--- src/rxagc_pkg.sv ---
// shared types, constants and gain tables for the rx agc gain stepper
`timescale 1ns / 1ps
`default_nettype none

package rxagc_pkg;

   localparam int RSSI_W  = 18;
   localparam int LNA_W   = 4;
   localparam int PGA_W   = 5;
   localparam int DB_W    = 18;
   localparam int IDX_W   = 6;
   localparam int MANT_W  = 32;
   localparam int FRAC_W  = 16;
   localparam int EXP_W   = 5;

   localparam logic [RSSI_W-1:0] WANTED_RESET  = 18'd28672;
   localparam logic [RSSI_W-1:0] COARSE_LIMIT  = 18'h14000;
   localparam logic [LNA_W-1:0]  LNA_RESET     = 4'd11;
   localparam logic [PGA_W-1:0]  PGA_RESET     = 5'd31;
   localparam logic [LNA_W-1:0]  LNA_BACKOFF   = 4'd3;
   localparam logic [PGA_W-1:0]  PGA_BACKOFF   = 5'd12;
   localparam logic [IDX_W-1:0]  TABLE_LAST    = 6'd61;
   localparam logic [MANT_W-1:0] DB_PER_OCTAVE = 32'd394566;

   localparam logic [LNA_W-1:0] LNA_TAB [0:61] = '{
      4'd1, 4'd1, 4'd1, 4'd2, 4'd2, 4'd2, 4'd2, 4'd3, 4'd3, 4'd3, 4'd3,
      4'd4, 4'd4, 4'd4, 4'd4, 4'd5, 4'd5, 4'd5, 4'd5, 4'd6, 4'd6,
      4'd6, 4'd6, 4'd7, 4'd7, 4'd7, 4'd7, 4'd8, 4'd8, 4'd8, 4'd8,
      4'd9, 4'd9, 4'd9, 4'd9, 4'd10, 4'd10, 4'd10, 4'd10,
      4'd11, 4'd11, 4'd11, 4'd11, 4'd11, 4'd11, 4'd11, 4'd11, 4'd11, 4'd11,
      4'd11, 4'd11, 4'd11, 4'd11, 4'd11, 4'd11, 4'd11, 4'd11, 4'd11,
      4'd12, 4'd13, 4'd14, 4'd15
   };

   localparam logic [PGA_W-1:0] PGA_TAB [0:61] = '{
      5'd0, 5'd1, 5'd2, 5'd0, 5'd1, 5'd2, 5'd3, 5'd1, 5'd2, 5'd3, 5'd4,
      5'd2, 5'd3, 5'd4, 5'd5, 5'd3, 5'd4, 5'd5, 5'd6, 5'd4, 5'd5,
      5'd6, 5'd7, 5'd5, 5'd6, 5'd7, 5'd8, 5'd6, 5'd7, 5'd8, 5'd9,
      5'd7, 5'd8, 5'd9, 5'd10, 5'd10, 5'd11, 5'd12, 5'd13,
      5'd13, 5'd14, 5'd15, 5'd16, 5'd17, 5'd18, 5'd19, 5'd20, 5'd21, 5'd22,
      5'd23, 5'd24, 5'd25, 5'd26, 5'd27, 5'd28, 5'd29, 5'd30, 5'd31,
      5'd31, 5'd31, 5'd31, 5'd31
   };

   typedef struct packed {
      logic [LNA_W-1:0] lna;
      logic [PGA_W-1:0] pga;
      logic             changed;
   } gain_upd_type;

   // leading-one position of a non-zero sample
   function automatic logic [EXP_W-1:0] msb_pos(input logic [RSSI_W-1:0] x);
      logic [EXP_W-1:0] n;
      n = '0;
      for (int i = 0; i < RSSI_W; i++) begin
         if (x[i]) begin
            n = EXP_W'(i);
         end
      end
      return n;
   endfunction

   // mantissa in q1.31 with the leading one at bit 31
   function automatic logic [MANT_W-1:0] norm_mant(input logic [RSSI_W-1:0] x,
                                                   input logic [EXP_W-1:0] n);
      logic [MANT_W-1:0] wide;
      wide = {{(MANT_W-RSSI_W){1'b0}}, x};
      return wide << (EXP_W'(MANT_W-1) - n);
   endfunction

endpackage

`default_nettype wire

--- src/rxagc_mult.sv ---
// registered 32x32 unsigned multiplier shared by the log and scaling steps
`timescale 1ns / 1ps
`default_nettype none

module rxagc_mult (
   input  wire logic                            clock,
   input  wire logic [rxagc_pkg::MANT_W-1:0]    op_a,
   input  wire logic [rxagc_pkg::MANT_W-1:0]    op_b,
   output logic      [2*rxagc_pkg::MANT_W-1:0]  prod
);

   logic [2*rxagc_pkg::MANT_W-1:0] prod_ff;
   logic [2*rxagc_pkg::MANT_W-1:0] prod_in;

   assign prod_in = op_a * op_b;

   always_ff @(posedge clock) begin
      prod_ff <= prod_in;
   end

   assign prod = prod_ff;

endmodule

`default_nettype wire

--- src/rxagc_log_db.sv ---
// iterative level error: log2 by repeated squaring, then scale to db in q8.8
`timescale 1ns / 1ps
`default_nettype none

module rxagc_log_db (
   input  wire logic                              clock,
   input  wire logic                              reset,
   input  wire logic                              start,
   input  wire logic [rxagc_pkg::RSSI_W-1:0]      wanted,
   input  wire logic [rxagc_pkg::RSSI_W-1:0]      sample,
   output logic                                   done,
   output logic signed [rxagc_pkg::DB_W-1:0]      db
);

   localparam int LOG_W = rxagc_pkg::EXP_W + rxagc_pkg::FRAC_W;
   localparam int PW    = 2 * rxagc_pkg::MANT_W;

   typedef enum logic [2:0] {
      ST_IDLE,
      ST_SQ_W,
      ST_SQ_R,
      ST_DIFF,
      ST_PROD,
      ST_FIN
   } state_type;

   state_type state_ff;
   logic [3:0]                       cnt_ff;
   logic [rxagc_pkg::FRAC_W-1:0]     frac_ff;
   logic [LOG_W-1:0]                 log_w_ff;
   logic [rxagc_pkg::EXP_W-1:0]      exp_w_ff;
   logic [rxagc_pkg::EXP_W-1:0]      exp_r_ff;
   logic [rxagc_pkg::RSSI_W-1:0]     sample_ff;
   logic [LOG_W-1:0]                 mag_ff;
   logic                             neg_ff;
   logic                             done_ff;
   logic signed [rxagc_pkg::DB_W-1:0] db_ff;

   logic [rxagc_pkg::MANT_W-1:0]     op_a;
   logic [rxagc_pkg::MANT_W-1:0]     op_b;
   logic [PW-1:0]                    prod;
   logic                             sq_bit;
   logic [rxagc_pkg::MANT_W-1:0]     m_next;
   logic [rxagc_pkg::FRAC_W-1:0]     frac_in;
   logic [rxagc_pkg::EXP_W-1:0]      exp_w;
   logic [rxagc_pkg::EXP_W-1:0]      exp_r;
   logic [rxagc_pkg::MANT_W-1:0]     mant_w;
   logic [rxagc_pkg::MANT_W-1:0]     mant_r;
   logic signed [LOG_W:0]            diff;
   logic [LOG_W:0]                   diff_abs;
   logic [40:0]                      up_sum;
   logic [16:0]                      db_mag;
   logic signed [rxagc_pkg::DB_W-1:0] db_in;

   rxagc_mult u_mult (
      .clock (clock),
      .op_a  (op_a),
      .op_b  (op_b),
      .prod  (prod)
   );

   assign exp_w  = rxagc_pkg::msb_pos(wanted);
   assign exp_r  = rxagc_pkg::msb_pos(sample_ff);
   assign mant_w = rxagc_pkg::norm_mant(wanted, exp_w);
   assign mant_r = rxagc_pkg::norm_mant(sample_ff, exp_r);

   // square is q2.62; one fraction bit per step, renormalize to q1.31
   assign sq_bit  = prod[PW-1];
   assign m_next  = sq_bit ? prod[PW-1:rxagc_pkg::MANT_W] : prod[PW-2:rxagc_pkg::MANT_W-1];
   assign frac_in = {frac_ff[rxagc_pkg::FRAC_W-2:0], sq_bit};

   assign diff     = $signed({1'b0, log_w_ff}) - $signed({1'b0, exp_r_ff, frac_ff});
   assign diff_abs = diff[LOG_W] ? (LOG_W+1)'(-diff) : diff;

   // negative product rounds toward minus infinity
   assign up_sum = {1'b0, prod[39:0]} + 41'hFF_FFFF;
   assign db_mag = up_sum[40:24];
   assign db_in  = neg_ff ? -$signed({1'b0, db_mag})
                          : $signed({2'b0, prod[39:24]});

   always_comb begin
      op_a = '0;
      op_b = '0;
      case (state_ff)
         ST_IDLE: begin
            op_a = mant_w;
            op_b = mant_w;
         end
         ST_SQ_W: begin
            if (cnt_ff == 4'hF) begin
               op_a = mant_r;
               op_b = mant_r;
            end else begin
               op_a = m_next;
               op_b = m_next;
            end
         end
         ST_SQ_R: begin
            op_a = m_next;
            op_b = m_next;
         end
         ST_PROD: begin
            op_a = {{(rxagc_pkg::MANT_W-LOG_W){1'b0}}, mag_ff};
            op_b = rxagc_pkg::DB_PER_OCTAVE;
         end
         default: begin
            op_a = '0;
            op_b = '0;
         end
      endcase
   end

   always_ff @(posedge clock) begin
      if (reset) begin
         state_ff <= ST_IDLE;
         done_ff  <= 1'b0;
         cnt_ff   <= '0;
      end else begin
         done_ff <= 1'b0;
         case (state_ff)
            ST_IDLE: begin
               if (start) begin
                  exp_w_ff  <= exp_w;
                  sample_ff <= sample;
                  cnt_ff    <= '0;
                  state_ff  <= ST_SQ_W;
               end
            end
            ST_SQ_W: begin
               frac_ff <= frac_in;
               cnt_ff  <= cnt_ff + 4'd1;
               if (cnt_ff == 4'hF) begin
                  log_w_ff <= {exp_w_ff, frac_in};
                  exp_r_ff <= exp_r;
                  state_ff <= ST_SQ_R;
               end
            end
            ST_SQ_R: begin
               frac_ff <= frac_in;
               cnt_ff  <= cnt_ff + 4'd1;
               if (cnt_ff == 4'hF) begin
                  state_ff <= ST_DIFF;
               end
            end
            ST_DIFF: begin
               neg_ff   <= diff[LOG_W];
               mag_ff   <= diff_abs[LOG_W-1:0];
               state_ff <= ST_PROD;
            end
            ST_PROD: begin
               state_ff <= ST_FIN;
            end
            ST_FIN: begin
               db_ff    <= db_in;
               done_ff  <= 1'b1;
               state_ff <= ST_IDLE;
            end
            default: begin
               state_ff <= ST_IDLE;
            end
         endcase
      end
   end

   assign done = done_ff;
   assign db   = db_ff;

endmodule

`default_nettype wire

--- src/rxagc_gain_sel.sv ---
// gain decision: coarse back-off or table step from current gains and level error
`timescale 1ns / 1ps
`default_nettype none

module rxagc_gain_sel (
   input  wire logic [rxagc_pkg::LNA_W-1:0]        lna,
   input  wire logic [rxagc_pkg::PGA_W-1:0]        pga,
   input  wire logic [rxagc_pkg::RSSI_W-1:0]       sample,
   input  wire logic signed [rxagc_pkg::DB_W-1:0]  db,
   output rxagc_pkg::gain_upd_type                 upd
);

   logic [5:0]                    avail;
   logic signed [7:0]             total;
   logic signed [19:0]            sum;
   logic [rxagc_pkg::IDX_W-1:0]   idx;
   logic                          db_neg;
   logic                          db_pos;
   logic                          coarse;
   logic                          step;
   logic [rxagc_pkg::LNA_W-1:0]   tab_lna;
   logic [rxagc_pkg::PGA_W-1:0]   tab_pga;

   assign avail = (lna <= 4'd9) ? 6'(3 * (4'd11 - lna)) : {2'b0, 4'd15 - lna};
   assign total = 8'sd30 - $signed({2'b0, avail}) + $signed({3'b0, pga});
   assign sum   = $signed({{4{total[7]}}, total, 8'b0}) + 20'(db);

   always_comb begin
      if (sum[19]) begin
         idx = '0;
      end else if (sum[19:8] > 12'(rxagc_pkg::TABLE_LAST)) begin
         idx = rxagc_pkg::TABLE_LAST;
      end else begin
         idx = sum[13:8];
      end
   end

   assign tab_lna = rxagc_pkg::LNA_TAB[idx];
   assign tab_pga = rxagc_pkg::PGA_TAB[idx];

   assign db_neg = db[rxagc_pkg::DB_W-1];
   assign db_pos = !db_neg && (db != '0);
   assign coarse = db_neg && (sample > rxagc_pkg::COARSE_LIMIT);
   assign step   = db_neg || (db_pos && !(avail == '0 && pga == rxagc_pkg::PGA_RESET));

   always_comb begin
      upd.lna     = lna;
      upd.pga     = pga;
      upd.changed = 1'b0;
      if (coarse) begin
         upd.lna     = (lna < rxagc_pkg::LNA_BACKOFF) ? '0 : lna - rxagc_pkg::LNA_BACKOFF;
         upd.pga     = (pga < rxagc_pkg::PGA_BACKOFF) ? '0 : pga - rxagc_pkg::PGA_BACKOFF;
         upd.changed = 1'b1;
      end else if (step && (tab_lna != lna || tab_pga != pga)) begin
         upd.lna     = tab_lna;
         upd.pga     = tab_pga;
         upd.changed = 1'b1;
      end
   end

endmodule

`default_nettype wire

--- src/rx_agc_gain_stepper_core.sv ---
// top level of the rx agc gain stepper: handshakes, gain state and result register
//
//  port group  | dir | handshake            | payload
//  req_        | in  | req_valid/req_stall  | rssi_sample
//  rsp_        | out | rsp_valid/rsp_stall  | lna_gain, pga_gain, gain_changed
//  csr_        | in  | csr_valid/csr_ready  | wanted_rssi
//
// a new non-zero sample goes from transfer to result through 32 squaring steps
// of the shared multiplier for the two logs, then difference, scaling and decision
// a zero or repeated sample skips the calculation and goes straight to the result
// synchronous reset sets lna 11, pga 31, last sample 0, wanted_rssi 28672
// the next sample is taken while the previous result still waits under rsp_stall
// csr_ready is low while a sample is offered or in flight
`timescale 1ns / 1ps
`default_nettype none

module rx_agc_gain_stepper_core (
   input  wire logic                              clock,
   input  wire logic                              reset,
   input  wire logic                              req_valid,
   output logic                                   req_stall,
   input  wire logic [rxagc_pkg::RSSI_W-1:0]      req_rssi_sample,
   output logic                                   rsp_valid,
   input  wire logic                              rsp_stall,
   output logic      [rxagc_pkg::LNA_W-1:0]       rsp_lna_gain,
   output logic      [rxagc_pkg::PGA_W-1:0]       rsp_pga_gain,
   output logic                                   rsp_gain_changed,
   input  wire logic                              csr_valid,
   output logic                                   csr_ready,
   input  wire logic [rxagc_pkg::RSSI_W-1:0]      csr_wanted_rssi
);

   typedef enum logic [1:0] {
      ST_IDLE,
      ST_CALC,
      ST_OUT
   } state_type;

   state_type state_ff;
   logic [rxagc_pkg::RSSI_W-1:0]  wanted_ff;
   logic [rxagc_pkg::LNA_W-1:0]   lna_ff;
   logic [rxagc_pkg::PGA_W-1:0]   pga_ff;
   logic [rxagc_pkg::RSSI_W-1:0]  prev_ff;
   logic [rxagc_pkg::RSSI_W-1:0]  rssi_ff;
   logic                          chg_ff;
   logic                          rsp_valid_ff;
   logic [rxagc_pkg::LNA_W-1:0]   rsp_lna_ff;
   logic [rxagc_pkg::PGA_W-1:0]   rsp_pga_ff;
   logic                          rsp_chg_ff;

   logic                          req_xfer;
   logic                          skip;
   logic                          calc_start;
   logic                          calc_done;
   logic [rxagc_pkg::RSSI_W-1:0]  wanted_eff;
   logic signed [rxagc_pkg::DB_W-1:0] db;
   rxagc_pkg::gain_upd_type       upd;
   logic                          out_free;

   assign req_stall  = (state_ff != ST_IDLE);
   assign csr_ready  = (state_ff == ST_IDLE) && !req_valid;
   assign req_xfer   = req_valid && !req_stall;
   assign skip       = (req_rssi_sample == '0) || (req_rssi_sample == prev_ff);
   assign calc_start = req_xfer && !skip;
   assign wanted_eff = (wanted_ff == '0) ? rxagc_pkg::RSSI_W'(1) : wanted_ff;
   assign out_free   = !rsp_valid_ff || !rsp_stall;

   rxagc_log_db u_log_db (
      .clock  (clock),
      .reset  (reset),
      .start  (calc_start),
      .wanted (wanted_eff),
      .sample (req_rssi_sample),
      .done   (calc_done),
      .db     (db)
   );

   rxagc_gain_sel u_gain_sel (
      .lna    (lna_ff),
      .pga    (pga_ff),
      .sample (rssi_ff),
      .db     (db),
      .upd    (upd)
   );

   always_ff @(posedge clock) begin
      if (reset) begin
         state_ff     <= ST_IDLE;
         wanted_ff    <= rxagc_pkg::WANTED_RESET;
         lna_ff       <= rxagc_pkg::LNA_RESET;
         pga_ff       <= rxagc_pkg::PGA_RESET;
         prev_ff      <= '0;
         chg_ff       <= 1'b0;
         rsp_valid_ff <= 1'b0;
      end else begin
         if (rsp_valid_ff && !rsp_stall && state_ff != ST_OUT) begin
            rsp_valid_ff <= 1'b0;
         end
         if (csr_valid && csr_ready) begin
            wanted_ff <= csr_wanted_rssi;
         end
         case (state_ff)
            ST_IDLE: begin
               if (req_xfer) begin
                  rssi_ff <= req_rssi_sample;
                  chg_ff  <= 1'b0;
                  state_ff <= skip ? ST_OUT : ST_CALC;
               end
            end
            ST_CALC: begin
               if (calc_done) begin
                  lna_ff   <= upd.lna;
                  pga_ff   <= upd.pga;
                  chg_ff   <= upd.changed;
                  prev_ff  <= rssi_ff;
                  state_ff <= ST_OUT;
               end
            end
            ST_OUT: begin
               if (out_free) begin
                  rsp_valid_ff <= 1'b1;
                  rsp_lna_ff   <= lna_ff;
                  rsp_pga_ff   <= pga_ff;
                  rsp_chg_ff   <= chg_ff;
                  state_ff     <= ST_IDLE;
               end
            end
            default: begin
               state_ff <= ST_IDLE;
            end
         endcase
      end
   end

   assign rsp_valid        = rsp_valid_ff;
   assign rsp_lna_gain     = rsp_lna_ff;
   assign rsp_pga_gain     = rsp_pga_ff;
   assign rsp_gain_changed = rsp_chg_ff;

   a_done_in_calc: assert property (@(posedge clock) disable iff (reset)
      calc_done |-> state_ff == ST_CALC)
      else $error("level error finished outside calculation");

   a_calc_new_sample: assert property (@(posedge clock) disable iff (reset)
      state_ff == ST_CALC |-> rssi_ff != '0 && rssi_ff != prev_ff)
      else $error("calculation running on a zero or repeated sample");

   a_skip_no_change: assert property (@(posedge clock) disable iff (reset)
      req_xfer && skip |=> state_ff == ST_OUT && !chg_ff)
      else $error("skipped sample flagged a gain change");

endmodule

`default_nettype wire

--- config.mk ---
export PLATFORM = sky130hd
export DESIGN_NAME = rx_agc_gain_stepper_core
export DESIGN_NICKNAME = d
export VERILOG_FILES = /design/src/rxagc_pkg.sv /design/src/rxagc_mult.sv /design/src/rxagc_log_db.sv /design/src/rxagc_gain_sel.sv /design/src/rx_agc_gain_stepper_core.sv
export SDC_FILE = /design/constraint.sdc
export NUM_CORES = 2
export LEC_CHECK = 0
export ABC_CLOCK_PERIOD_IN_PS = 11900
export BUFFER_PORTS_ARGS = -buffer_cell sky130_fd_sc_hd__buf_2
export CORE_UTILIZATION = 40
export CTS_CLUSTER_DIAMETER = 200
export DETAILED_ROUTE_END_ITERATION = 16
export SYNTH_ARGS = -nofsm -noshare
export SYNTH_HDL_FRONTEND = slang
export SYNTH_HIERARCHICAL = 1
export SYNTH_SLANG_ARGS = --single-unit
--- constraint.sdc ---
create_clock -name clock -period 11.9 [get_ports clock]
set_input_delay 1.785 -clock clock [delete_from_list [all_inputs] [get_ports clock]]
set_output_delay 1.785 -clock clock [all_outputs]
set_load 0.01 [all_outputs]
==> results.ini <==
[finish]
fillers=12040
syn_to_final_growth_pct=6.046
final_cells=6909
multi_input_area_sq_mm=0.03814
final_common_cell=inv_1
fin_util_pct=42.77
drive_gt1_share_pct=6.398
final_cell_mix=inv_1, fa_1, nand2_1
final_area_sq_mm=0.05206
regArea_sq_mm=0.006417
layout.nets=6525

[power]
netSwitchingFraction_pct=56.71
pwr-share-clk_pct=6.8
p_comb_share_pct=83.7
seq_power_share_pct=9.5
peakVddDrop_mv=0.3023
p_leak_nw=24.03
power_mw=13.29
switchingPower_mw=7.536
p_int_mw=5.753
p_per_area_mw_per_mm2=255.3

[yosys]
synth.largest_area_cell=fa_1
syn_inst=5395
synth_warnings=6
synthTopCellsByArea=fa_1, ha_1, edfxtp_1
synth_top_cell_area_share_pct=36.70
synth_cell_types=129
synth_edf_count=133
synthFlopType=edfxtp_1
syn-num-nets=6659
yosysSeqAreaShare_pct=13.07
ys_ff_latch=254
synth-async-reset-ratio_pct=0
syn_area_per_cell_sq_um=9.099
syn_area_sq_mm=0.04909

[routing]
via_count=36750
viasPerCell=5.319
ant_nets=0
dr.pass1.iters=5
drt_iter0_markers=2658
routedWlPerCell_um=20.38
drt_wl_total_um=140800
remaining_drc_errors=0

[global_routing]
grt_overflow_total=0
grt_util_all_layers_pct=23.01
grt_max_degree=66
antenna_found_initial=3
grt_pass1_wl_um=225100
grt_pass1_vias=38510

[critical_path]
regToRegStartpoint=u_log_db/sample_ff[14]
arrival_ns=11.78
worst-setup-path-type=flop to flop
r2r_end=u_log_db/u_mult/prod[54]
crit_buf_inv=3
start_kind=flop
slowest_delay_ns=0.91
path_common_cell=fa_1
required_ns=12.34
critical-path-slowest-cell=nand2_1
crit_fanout=21
cp-end-kind=flop
rr_worst_depth=30
rrSetupSlack_ns=0.56
crit_family=adder cells

[sta]
setup-violations-final=0
slew_headroom_pct=4.570
period_needed_ns=11.34
setup_tns_ns=0
tightest_slew_ns=1.431
slew_violations=0
fin_skew_ns=0.01491
layout_setup_ws_ns=0.5591
final_hold_viol_count=0
holdWs_ns=0.4322
max_freq_mhz=88.18
fin_crit_sh_pct=95.30
rsz0062_at_grt=no

[die]
start_util_pct=40.33
die-area_sq_mm=0.1241
die_y_um=352.3
num_io_pins=54
core_sq_mm=0.1217
die_width_um=352.3
rows=128

[placed_design]
dp_cells=6856
gp_congestion=0.9268
pre_cts_ws_ns=0.8743
dpl.hpwl_um=106400
io_buffer_count=53
place_area_sq_mm=0.05108

[clocking]
cts_buffers=28
cts_sinks=254
hold_buffers=0
clk_pin_slew_ns=0.06
cts_max_level=1
clockBufferDepth=3
cts_tree=built
cts_root_buf=clkbuf_16
postCtsSetupRepairBufs=0
ctsResizeCount=0
clk_latency_ns=0.56

[min_path]
hold_end=u_log_db/log_w_ff[18]
worstHoldStart=u_log_db/exp_w_ff[2]
holdCritPathClass=flop to flop
hold_path_depth=0

[job]
drv_cap=0

[run_status]
status=completed

## metal layers
layer	share of wire [%]	wire length [um]	up-vias	track usage [%]
li1	-	-	16680	-
met1	43	60290	18800	31.13
met2	48	67850	1063	38.80
met3	5.7	8003	219	2.541
met4	3.3	4651	0	6.652
met5	0	0	-	0
## cell families after synthesis
group	after synthesis	synth area share (%)
xor gates and xnor gates	153	2.730
AOI/OAI and AO/OA	665	9.278
muxes	76	1.611
adders and majority gates	1223	44.94
buffers and inverters	1238	9.714
and+or+nand+nor	1786	18.66
DFF	254	13.07
## registers in the layout (all words and copies together) (netlist names), 5 cells and up
signal,count
prev_ff,18
pga_ff,5
wanted_ff,18
u_log_db/sample_ff,18
u_log_db/db,18
u_log_db/log_w_ff,21
u_log_db/exp_r_ff,5
rssi_ff,18
rsp_pga_gain,5
u_log_db/exp_w_ff,5
u_log_db/u_mult/prod,64
u_log_db/frac_ff,16
u_log_db/mag_ff,21
## area by class of cell
type	count	area share [%]
clock buffer	37	1.529
inverter	932	6.725
antenna	1	0.004807
multi-input combinational	3903	73.26
tap	1625	3.906
clock inverter	15	0.3365
sequential	254	12.33
timing repair buffer	142	1.913
## power groups by stage
stage	Combinational [mW]	Clock, mW	Sequential (mW)
floorplan	8.15	0	1.21
global placement	10.8	0	1.27
detailed placement	10.9	0	1.27
CTS	11.0	0.928	1.25
global route	12.3	0.963	1.27
finish	11.1	0.908	1.26
## synth_stat cells (all sizes together) (56+ instances only)
master	n
a21oi	190
nand3	56
nor2	157
xor2	58
mux2i	61
dfxtp	121
fa	900
ha	323
and2	617
o21ai	138
nand2	703
edfxtp	133
xnor2	95
a21o	56
clkbuf	264
inv	929
## how the worst max path moves through the flow
stage                                start                       end  slack (ns)  depth (start not counted)
finish              u_log_db/sample_ff[14]  u_log_db/u_mult/prod[54]        0.56                         30
global route                 wanted_ff[17]  u_log_db/u_mult/prod[62]        0.12                         32
CTS                           wanted_ff[3]  u_log_db/u_mult/prod[62]        0.82                         32
detailed placement            wanted_ff[3]  u_log_db/u_mult/prod[62]        0.87                         32
global placement              wanted_ff[3]  u_log_db/u_mult/prod[62]        0.70                         32
floorplan           u_log_db/sample_ff[14]  u_log_db/u_mult/prod[54]        2.91                         35
Power figures use the tool's default switching activity.
